===== src/sv/btmx_pkg.sv =====
// ----------------------------------------------------------------------------
// btmx_pkg
// Shared types, widths and codes for the binary trie max-XOR core.
// ----------------------------------------------------------------------------
package btmx_pkg;

  localparam int KEY_BITS   = 43;
  localparam int NODE_COUNT = 4096;
  localparam int NODE_W     = $clog2(NODE_COUNT);
  localparam int CNT_W      = NODE_W + 1;
  localparam int LVL_W      = $clog2(KEY_BITS);
  localparam int NEED_W     = CNT_W + 1;

  typedef logic [KEY_BITS-1:0] key_t;
  typedef logic [NODE_W-1:0]   node_t;
  typedef logic [CNT_W-1:0]    cnt_t;
  typedef logic [LVL_W-1:0]    lvl_t;

  typedef enum logic {
    OP_INSERT = 1'b0,
    OP_QUERY  = 1'b1
  } opcode_e;

  typedef enum logic [1:0] {
    ST_OK    = 2'd0,
    ST_EMPTY = 2'd1,
    ST_FULL  = 2'd2
  } status_e;

  typedef enum logic [1:0] {
    S_IDLE,
    S_WALK,
    S_ALLOC,
    S_RESULT
  } state_e;

  typedef struct packed {
    node_t c1;
    node_t c0;
  } children_t;

  typedef struct packed {
    logic      en;
    node_t     addr;
    children_t data;
  } node_wr_t;

  typedef struct packed {
    key_t       max_xor;
    logic [1:0] status;
  } res_t;

  function automatic node_t child_sel(children_t ch, logic b);
    return b ? ch.c1 : ch.c0;
  endfunction

  function automatic children_t set_child(children_t ch, logic b, node_t n);
    children_t r;
    r = ch;
    if (b) r.c1 = n;
    else   r.c0 = n;
    return r;
  endfunction

endpackage


===== src/sv/btmx_if.sv =====


interface btmx_out_if;
  logic                          valid;
  logic                          ready;
  logic [btmx_pkg::KEY_BITS-1:0] max_xor;
  logic [1:0]                    status;

  modport source (output valid, output max_xor, output status, input ready);
  modport sink   (input valid, input max_xor, input status, output ready);
endinterface


===== src/sv/btmx_out_reg.sv =====
// ----------------------------------------------------------------------------
// btmx_out_reg
// Output register for result words; decouples the core from the sink.
// ----------------------------------------------------------------------------
module btmx_out_reg (
  input  logic              clk_i,
  input  logic              rst_ni,
  input  logic              push_i,
  input  btmx_pkg::res_t    data_i,
  output logic              free_o,
  btmx_out_if.source        out_o
);
  import btmx_pkg::*;

  logic valid_q, valid_d;
  res_t data_q;

  assign free_o  = !valid_q || out_o.ready;
  assign valid_d = push_i || (valid_q && !out_o.ready);

  always_ff @(posedge clk_i or negedge rst_ni) begin
    if (!rst_ni) begin
      valid_q <= 1'b0;
    end else begin
      valid_q <= valid_d;
    end
  end

  always_ff @(posedge clk_i) begin
    if (push_i) begin
      data_q <= data_i;
    end
  end

  assign out_o.valid   = valid_q;
  assign out_o.max_xor = data_q.max_xor;
  assign out_o.status  = data_q.status;

endmodule


===== src/flat_wrapper.sv =====
// flat-port wrapper written by rule: the top's interface ports become plain ports
module btmx_out_reg_flat import btmx_pkg::*;
  (clk_i, rst_ni, push_i, data_i, free_o, out_o_valid, out_o_max_xor, out_o_status, out_o_ready);
  btmx_out_if out_o_i ();
  input  logic clk_i;
  input  logic rst_ni;
  input  logic push_i;
  input  btmx_pkg::res_t data_i;
  output logic free_o;
  output wire logic [$bits(out_o_i.valid)-1:0] out_o_valid;
  output wire logic [$bits(out_o_i.max_xor)-1:0] out_o_max_xor;
  output wire logic [$bits(out_o_i.status)-1:0] out_o_status;
  input wire logic [$bits(out_o_i.ready)-1:0] out_o_ready;
  assign out_o_valid = out_o_i.valid;
  assign out_o_max_xor = out_o_i.max_xor;
  assign out_o_status = out_o_i.status;
  assign out_o_i.ready = out_o_ready;
  btmx_out_reg u_core (.clk_i(clk_i), .rst_ni(rst_ni), .push_i(push_i), .data_i(data_i), .free_o(free_o), .out_o(out_o_i));
endmodule

===== config.mk =====
export PLATFORM = sky130hd
export DESIGN_NAME = btmx_out_reg_flat
export DESIGN_NICKNAME = d
export VERILOG_FILES = /design/src/sv/btmx_pkg.sv /design/src/sv/btmx_if.sv /design/src/sv/btmx_out_reg.sv /design/src/flat_wrapper.sv
export SDC_FILE = /design/constraint.sdc
export NUM_CORES = 1
export LEC_CHECK = 0
export BUFFER_PORTS_ARGS = -buffer_cell sky130_fd_sc_hd__buf_4
export CORE_ASPECT_RATIO = 1.25
export CORE_UTILIZATION = 36
export CTS_CLUSTER_DIAMETER = 100
export DETAILED_ROUTE_END_ITERATION = 6
export PLACE_DENSITY = 0.84
export RECOVER_POWER = 25
export SYNTH_ARGS = -nofsm -noshare
export SYNTH_HDL_FRONTEND = slang
export SYNTH_SLANG_ARGS = --single-unit

===== constraint.sdc =====
create_clock -name clk_i -period 0.8 [get_ports clk_i]
set_input_delay 0.16 -clock clk_i [delete_from_list [all_inputs] [get_ports clk_i]]
set_output_delay 0.16 -clock clk_i [all_outputs]
set_load 0.02 [all_outputs]

==> impl_metrics.json, run 1 <==
{
  "syn-num-nets": 97,
  "status": "complete, but fails checks",
  "fin_worst_skew_ns": 0,
  "totalWireLength_um": 3130,
  "grt_max_degree": 23,
  "drt_iter0_drc": 16,
  "dp_hpwl_um": 2380,
  "antenna_found_initial": 0,
  "ff2ff_setup_slack_ns": 0.03,
  "regToRegEndpoint": "u_core.out_o.valid$_DFF_PN0_",
  "finalMaxSlewViolations": 0,
  "tightestPinTransition_ns": 0.140,
  "final_core_util_pct": 69.6,
  "syn_to_final_growth_pct": 79.3,
  "yosys.area.top_type_share_pct": 96.6,
  "rows": 24,
  "cts.reportedPaths.clkPinSlew_ns": 0.08,
  "synth_ff_type": "edfxtp_1",
  "cts_sinks": 46,
  "synthesis.instances": 48,
  "clock.fmax_mhz": 941,
  "synth.avg_cell_area_sq_um": 29.1,
  "die_y_um": 71.7,
  "drc_errors": 6,
  "drtAntennaViolNets": 0,
  "synthTopCellsByCount": "edfxtp_1 (45), dfrtp_1 (1), nand2b_2 (1), nand2b_4 (1)",
  "wl_per_cell_um": 16.1,
  "ir_drop_mv": 1.45,
  "required_ns": 0.64,
  "clock_latency_ns": 0.29,
  "synth_edf_count": 45,
  "grt_overflow_total": 0,
  "power.density_nw_per_um2": 2190,
  "path_max_fanout": 2,
  "ys_top_cells_by_area": "edfxtp_1 (97%), dfrtp_1 (1.8%), nand2b_4 (0.98%)",
  "vias_per_cell": 4.57,
  "cp-end-kind": "output port",
  "ys_ff_latch": 46,
  "fin_hold_ws_ns": 0.0453,
  "violations": "DRC, setup timing",
  "grt.total_usage_pct": 15.8,
  "seq_area_frac_synth_pct": 98.4,
  "firstDrtPassIters": 7,
  "hold_path_class": "primary input to register",
  "cts-root-buf": "clkbuf_8",
  "diodes": 0,
  "core-area_sq_um": 3600,
  "min_period_ns": 1.06,
  "dieArea_sq_um": 4140,
  "grt_pass1_vias": 1018,
  "hold_end": "u_core.out_o.max_xor[26]$_DFFE_PP_",
  "ys_warn_count": 0,
  "setup_viol_count_final": 47,
  "cts_max_path_buffers": 2,
  "rr_startpoint": "u_core.out_o.valid$_DFF_PN0_",
  "drive_gt1_share_pct": 69.2,
  "path_class": "register to output port",
  "port_buffers": 95,
  "synth_cell_types": 4,
  "cap_violations": 0,
  "syn_area_sq_um": 1400,
  "rsz0062_at_grt": "true",
  "crit_arrival_ns": 0.90,
  "start_util_pct": 38.8,
  "reg2regPathDepth": 3,
  "finalHoldViolCount": 0,
  "io_pins": 96,
  "synth_most_common_cell": "edfxtp_1",
  "grt_pass1_wl_um": 4560,
  "final_net_count": 204,
  "vias": 891,
  "period_share_pct": 133,
  "dp_slack_ns": 0.0151,
  "die_w_um": 57.8,
  "min_path_cells": 1,
  "p_leak_nw": 1.06,
  "cts_made_buffers": 5,
  "startpoint_type": "register",
  "setup_ws_ns": -0.263,
  "yosysTopAreaCell": "edfxtp_1",
  "relSlewSlack_pct": 90.6,
  "h-tree-depth": 2,
  "async_flop_share_pct": 2.17,
  "min_from": "data_i[28]",
  "cts_tree": "built",
  "routabilityCongestion": 0.641
}
==> area by class of cell <==
class                      instances  area (sq um)
clock buffer                       6          72.6
clock inverter                     2          37.5
fill                             252          1090
multi-input combinational          2          22.5
sequential                        46          1380
tap                               39          48.8
timing repair buffer             100           951
==> cell families after synthesis <==
kind of cell | Yosys count | synth area share, %
DFF | 46 | 98.4
and+or+nand+nor | 2 | 1.61
==> stage by stage <==
step | total power, mW | cell area [sq um] | std cells | TNS [ns]
final | 5.49 | 2510 | 195 | -8.64
after global routing | 5.70 | 2510 | 195 | -10.31
after CTS | 5.56 | 2490 | 195 | -9.32
after detailed placement | 3.76 | 2210 | 185 | 0
after global placement | 3.74 | 2210 | 185 | 0
after floorplan | 3.22 | 1400 | 48 | 0
==> layout by cell type, fill, tap and decap left out <==
master / synthesis / final
clkinvlp_4: 0 / 1
bufinv_16: 0 / 1
buf_6: 0 / 46
clkbuf_1: 0 / 1
clkbuf_4: 0 / 22
dfrtp_1: 1 / 1
clkbuf_8: 0 / 5
buf_4: 0 / 29
dlygate4sd3_1: 0 / 1
edfxtp_1: 45 / 45
nand2b_4: 1 / 1
nand2b_2: 1 / 1
buf_12: 0 / 2
==> worst max-delay path, cell delays in order, from the launching register on <==
cell and delay [ns]:
dfrtp_1 0.42, nand2b_4 0.09, buf_6 0.11
==> power by group <==
part / switching, mW / internal, mW
clock: 0.712 / 0.931
sequential: 0.0881 / 2.86
combinational: 0.397 / 0.508
==> state kept, by name, summed over array words and instances, names as in the netlist <==
name	flops
u_core.out_o.valid	1
u_core.out_o.max_xor	43
u_core.out_o.status	2
==> repair_timing <==
item / in CTS / in global routing
hold buffers: 1 / 0
pin swaps: 0 / 0
endpoints found under the hold margin: 1 / 0
endpoints found under the setup margin: 47 / 47
gates cloned: 0 / 0
gates resized for setup: 41 / 5
setup buffers: 1 / 0
==> how the worst max path moves through the flow <==
stage                                       from                                 to  slack, ns
finish              u_core.out_o.valid$_DFF_PN0_                             free_o      -0.26
global route        u_core.out_o.valid$_DFF_PN0_                             free_o      -0.30
CTS                 u_core.out_o.valid$_DFF_PN0_                             free_o      -0.27
detailed placement                        push_i       u_core.out_o.valid$_DFF_PN0_       0.02
global placement                          push_i  u_core.out_o.max_xor[9]$_DFFE_PP_       0.04
floorplan           u_core.out_o.valid$_DFF_PN0_       u_core.out_o.valid$_DFF_PN0_       0.03
==> routing by layer <==
metal  wire (um)  global-route usage, %
met5           0                      0
met4          63                   7.94
met3         236                   4.69
met2        1910                   31.7
met1         924                   13.4
Power figures use the tool's default switching activity.
==> inputs of run 2 (changes only) <==
PLACE_DENSITY = default   (was 0.84)
PLACE_DENSITY_LB_ADDON = 0.15   (was default)
==> run 2 against run 1 <==
The flow still finishes with violations (DRC, setup timing). Critical path depth stayed put. Hold slack worse by 0.0077 ns. Clock skew stayed put.
==> impl_metrics.json, run 2 (same netlist as run 1, synthesis figures left out) <==
{
  "relSlewSlack_pct": 91.0,
  "layout_common_cells": "buf_6 (46), edfxtp_1 (45), buf_4 (27)",
  "drtAntennaViolNets": 0,
  "setup_viol_count_final": 47,
  "cts-root-buf": "clkbuf_8",
  "pwr-share-comb_pct": 15.4,
  "drt_iter0_drc": 31,
  "final_net_count": 203,
  "p_sw_mw": 1.20,
  "grt_overflow_total": 0,
  "grt.total_usage_pct": 14.8,
  "h-tree-depth": 2,
  "power.density_nw_per_um2": 2300,
  "port_buffers": 95,
  "finalInstanceArea_sq_um": 2520,
  "dieArea_sq_um": 4140,
  "largest_reg_flops": 43,
  "tightestPinTransition_ns": 0.135,
  "placed_cell_area_sq_um": 2200,
  "cellInternalPower_mw": 4.60,
  "core-area_sq_um": 3600,
  "diodes": 0,
  "path_class": "register to output port",
  "status": "complete, but fails checks",
  "firstDrtPassIters": 6,
  "finalMaxSlewViolations": 0,
  "die_y_um": 71.7,
  "violations": "DRC, setup timing",
  "fin_hold_ws_ns": 0.0376,
  "final_core_util_pct": 70.0,
  "antenna_found_initial": 0,
  "grt_max_degree": 26,
  "totalWireLength_um": 2790,
  "rsz0062_at_grt": "true",
  "hold_path_class": "primary input to register",
  "rows": 24,
  "nFillCells": 241,
  "drive_gt1_share_pct": 69.0,
  "cts.reportedPaths.clkPinSlew_ns": 0.08,
  "ir_drop_mv": 1.47,
  "multi_input_area_sq_um": 22.5,
  "vias": 857,
  "p_leak_nw": 1.06,
  "clock.fmax_mhz": 954,
  "grt_pass1_wl_um": 4320,
  "start_util_pct": 38.8,
  "pwr-share-seq_pct": 50.8,
  "grt_pass1_vias": 954,
  "fin_worst_skew_ns": 0,
  "routabilityCongestion": 0.687,
  "p_sw_share_pct": 20.7,
  "crit_arrival_ns": 0.89,
  "cts_tree": "built",
  "wl_per_cell_um": 14.4,
  "clock_latency_ns": 0.29,
  "cap_violations": 0,
  "min_period_ns": 1.05,
  "die_w_um": 57.8,
  "period_share_pct": 131,
  "cp-end-kind": "output port",
  "io_pins": 96,
  "setup_ws_ns": -0.249,
  "cts_sinks": 46,
  "startpoint_type": "register",
  "vias_per_cell": 4.42,
  "power_frac_clock_pct": 33.7,
  "final_common_cell": "buf_6",
  "cts_made_buffers": 5,
  "dp_slack_ns": 0.0338,
  "cts_max_path_buffers": 2,
  "required_ns": 0.64,
  "path_max_fanout": 2,
  "finalHoldViolCount": 0,
  "syn_to_final_growth_pct": 80.4,
  "drc_errors": 5,
  "seqCellArea_sq_um": 1380
}
-- run 2: cell count changes in the layout (fill, tap and decap cells not counted), sizes merged --
cell,delta
buf,-2
bufinv,+1
clkinv,+1
clkinvlp,-1
-- run 2: worst paths after layout --
| check | cells after the start | start | slack [ns] | end |
|---|---|---|---|---|
| setup reg to reg | 3 | u_core.out_o.valid$_DFF_PN0_ | 0.06 | u_core.out_o.valid$_DFF_PN0_ |
| min in group asynchronous | 2 | rst_ni | 0.18 | u_core.out_o.valid$_DFF_PN0_ |
| max in group asynchronous | 2 | rst_ni | 0.54 | u_core.out_o.valid$_DFF_PN0_ |
| hold / removal | 1 | data_i[41] | 0.04 | u_core.out_o.max_xor[39]$_DFFE_PP_ |
| setup / recovery | 2 | u_core.out_o.valid$_DFF_PN0_ | -0.25 | free_o |
| hold reg to reg | 3 | u_core.out_o.valid$_DFF_PN0_ | 0.66 | u_core.out_o.valid$_DFF_PN0_ |
-- run 2: repair_timing --
item,4_1_cts,5_1_grt
resized for setup,44,2
endpoints found under the setup margin,47,47
hold buffers,1,0
buffers inserted,1,0
hold endpoints to repair,1,0
cloned,0,0
-- run 2: layer usage --
layer | routed length, um | global-route usage [%] | up-vias
met4 | 36 | 5.56 | 0
met1 | 860 | 14.1 | 396
li1 | - | - | 402
met2 | 1650 | 28.4 | 54
met3 | 243 | 5.05 | 5
met5 | 0 | 0 | -
-- run 2: power groups by stage --
| stage | registers [mW] | logic, mW | clock network, mW |
|---|---|---|---|
| 2_1_floorplan | 3.21 | 0.0144 | 0 |
| 3_3_place_gp | 2.96 | 0.780 | 0 |
| 3_5_place_dp | 2.97 | 0.789 | 0 |
| 4_1_cts | 2.95 | 0.902 | 2.00 |
| 5_1_grt | 2.97 | 0.934 | 2.09 |
| 6_report | 2.95 | 0.893 | 1.96 |
-- run 2: stage by stage --
step	total power, mW	setup TNS (ns)	instances
final	5.79	-8.84	194
after CTS	5.85	-9.43	194
after global placement	3.74	0	184
after global routing	5.99	-10.44	194
after detailed placement	3.75	0	184
after floorplan	3.22	0	48
-- run 2: layout make-up --
class	count	area share, %
repair buffers	99	37.4
well taps	39	1.93
multi-input cells	2	0.892
flip-flops and latches	46	54.5
clock buffers	5	2.73
clock inverters	3	2.53
-- run 2: worst max-delay path: stages, from the launching register on --
cell and delay [ns]:
dfrtp_1 0.41, nand2b_4 0.08, buf_6 0.11
==> inputs of run 3 (changes only) <==
PLACE_DENSITY_LB_ADDON = 0.08   (was 0.15)
==> run 3 against run 2 <==
The run still ends with DRC, setup timing left. Global-route usage decreased by 0.26 points. Register-to-register slack lost 0.09 ns. Cell area is 0.99% lower. Setup slack worse by 0.0053 ns. Hold slack got worse by 0.0012 ns. Critical path depth unchanged. Routed wire length is 2.2% lower. Clock-buffer cell count is the same. First-iteration DRC count down 19%. Total power fell by 11%. Clock skew unchanged. Cell count grew 1.0%. Critical path type unchanged.
==> impl_metrics.json, run 3 (same netlist as run 1, synthesis figures left out) <==
{
  "firstDrtPassIters": 6,
  "cts_sinks": 46,
  "grt_overflow_total": 0,
  "totalWireLength_um": 2730,
  "grt_max_degree": 19,
  "cts-root-buf": "clkbuf_8",
  "tightestPinTransition_ns": 0.125,
  "final_common_cell": "buf_6",
  "drc_errors": 9,
  "rows": 24,
  "layout_common_cells": "buf_6 (46), edfxtp_1 (45), buf_4 (29)",
  "grt.total_usage_pct": 14.5,
  "cts_max_path_buffers": 2,
  "crit_arrival_ns": 0.89,
  "startpoint_type": "register",
  "drive_gt1_share_pct": 68.2,
  "pwr-share-seq_pct": 57.3,
  "min_period_ns": 1.05,
  "die_w_um": 57.8,
  "die_y_um": 71.7,
  "clock.fmax_mhz": 949,
  "p_total_mw": 5.13,
  "path_max_fanout": 2,
  "largest_reg_flops": 43,
  "vias_per_cell": 4.30,
  "rsz0062_at_grt": "true",
  "grt_pass1_vias": 897,
  "hold_path_class": "primary input to register",
  "fin_hold_ws_ns": 0.0365,
  "wl_per_cell_um": 13.9,
  "vias": 842,
  "power.density_nw_per_um2": 2050,
  "clock_latency_ns": 0.29,
  "period_share_pct": 132,
  "finalInstanceArea_sq_um": 2500,
  "io_pins": 96,
  "routabilityCongestion": 0.639,
  "syn_to_final_growth_pct": 78.6,
  "p_leak_nw": 1.05,
  "nFillCells": 242,
  "h-tree-depth": 2,
  "finalMaxSlewViolations": 0,
  "grt_pass1_wl_um": 4190,
  "final_net_count": 205,
  "drtAntennaViolNets": 0,
  "drt_iter0_drc": 25,
  "violations": "DRC, setup timing",
  "path_class": "register to output port",
  "diodes": 0,
  "cts.reportedPaths.clkPinSlew_ns": 0.08,
  "min_path_cells": 1,
  "dp_hpwl_um": 2080,
  "cap_violations": 0,
  "p_sw_mw": 1.17,
  "fin_worst_skew_ns": 0,
  "power_frac_clock_pct": 24.9,
  "start_util_pct": 38.8,
  "fin_tns_setup_ns": -8.82,
  "cp-end-kind": "output port",
  "finalHoldViolCount": 0,
  "antenna_found_initial": 0,
  "core-area_sq_um": 3600,
  "required_ns": 0.64,
  "p_sw_share_pct": 22.9,
  "ir_drop_mv": 1.54,
  "relSlewSlack_pct": 91.7,
  "reg2regPathDepth": 4,
  "cts_tree": "built",
  "cts_made_buffers": 5,
  "port_buffers": 95,
  "placed_cell_area_sq_um": 2220,
  "pwr-share-comb_pct": 17.7,
  "status": "complete, but fails checks",
  "cellInternalPower_mw": 3.96,
  "setup_viol_count_final": 48,
  "dieArea_sq_um": 4140,
  "setup_ws_ns": -0.254
}
[run 3: changes by cell type in the layout (fill, tap and decap cells not counted), sizes merged]
cell    previous run  this run
bufinv             2         0
clkbuf            28        27
buf               75        78
clkinv             1         3
[run 3: per-stage QoR]
step | util, % | std cells | setup WS [ns]
2_1_floorplan | - | 48 | 0.0280
5_1_grt | 69.3 | 196 | -0.294
6_report | 69.3 | 196 | -0.254
3_5_place_dp | 61.6 | 185 | 0.0319
3_3_place_gp | 61.6 | 185 | 0.0428
4_1_cts | 68.8 | 195 | -0.270
[run 3: final timing paths]
check	startpoint	to	slack (ns)
setup reg to reg	u_core.out_o.valid$_DFF_PN0_	u_core.out_o.valid$_DFF_PN0_	-0.03
hold / removal	data_i[6]	u_core.out_o.max_xor[4]$_DFFE_PP_	0.04
min in group asynchronous	rst_ni	u_core.out_o.valid$_DFF_PN0_	0.17
max in group asynchronous	rst_ni	u_core.out_o.valid$_DFF_PN0_	0.55
setup / recovery	u_core.out_o.valid$_DFF_PN0_	free_o	-0.25
hold reg to reg	u_core.out_o.valid$_DFF_PN0_	u_core.out_o.valid$_DFF_PN0_	0.75
[run 3: cell type report]
| class | instances | area, sq um | share of cell area (%) |
|---|---|---|---|
| clock inverters | 3 | 11.3 | 0.451 |
| flip-flops and latches | 46 | 1380 | 55.1 |
| clock buffers | 5 | 68.8 | 2.75 |
| well taps | 39 | 48.8 | 1.95 |
| multi-input cells | 2 | 22.5 | 0.901 |
| repair buffers | 101 | 971 | 38.9 |
[run 3: routing by layer]
layer | global-route usage [%] | share of wire, % | vias to the layer above
li1 | - | - | 405
met1 | 14.7 | 35 | 370
met2 | 24.8 | 52 | 64
met3 | 7.40 | 11 | 3
met4 | 6.35 | 1.6 | 0
met5 | 0 | 0 | -
[run 3: power by group through the flow]
stage / clock [mW] / sequential (mW) / combinational (mW)
detailed placement: 0 / 2.97 / 0.803
CTS: 1.32 / 2.95 / 0.913
floorplan: 0 / 3.21 / 0.0144
global route: 1.43 / 2.96 / 0.953
finish: 1.28 / 2.94 / 0.910
global placement: 0 / 2.96 / 0.794
[run 3: timing repair]
| action | 4_1_cts | 5_1_grt |
|---|---|---|
| resized for setup | 43 | 3 |
| hold endpoints to repair | 1 | 0 |
| endpoints found under the setup margin | 47 | 47 |
| buffers inserted | 1 | 1 |
| hold buffers | 1 | 0 |
[run 3: critical path, stage by stage (launching register included)]
cell and delay (ns):
dfrtp_1 0.41, nand2b_4 0.08, buf_6 0.11
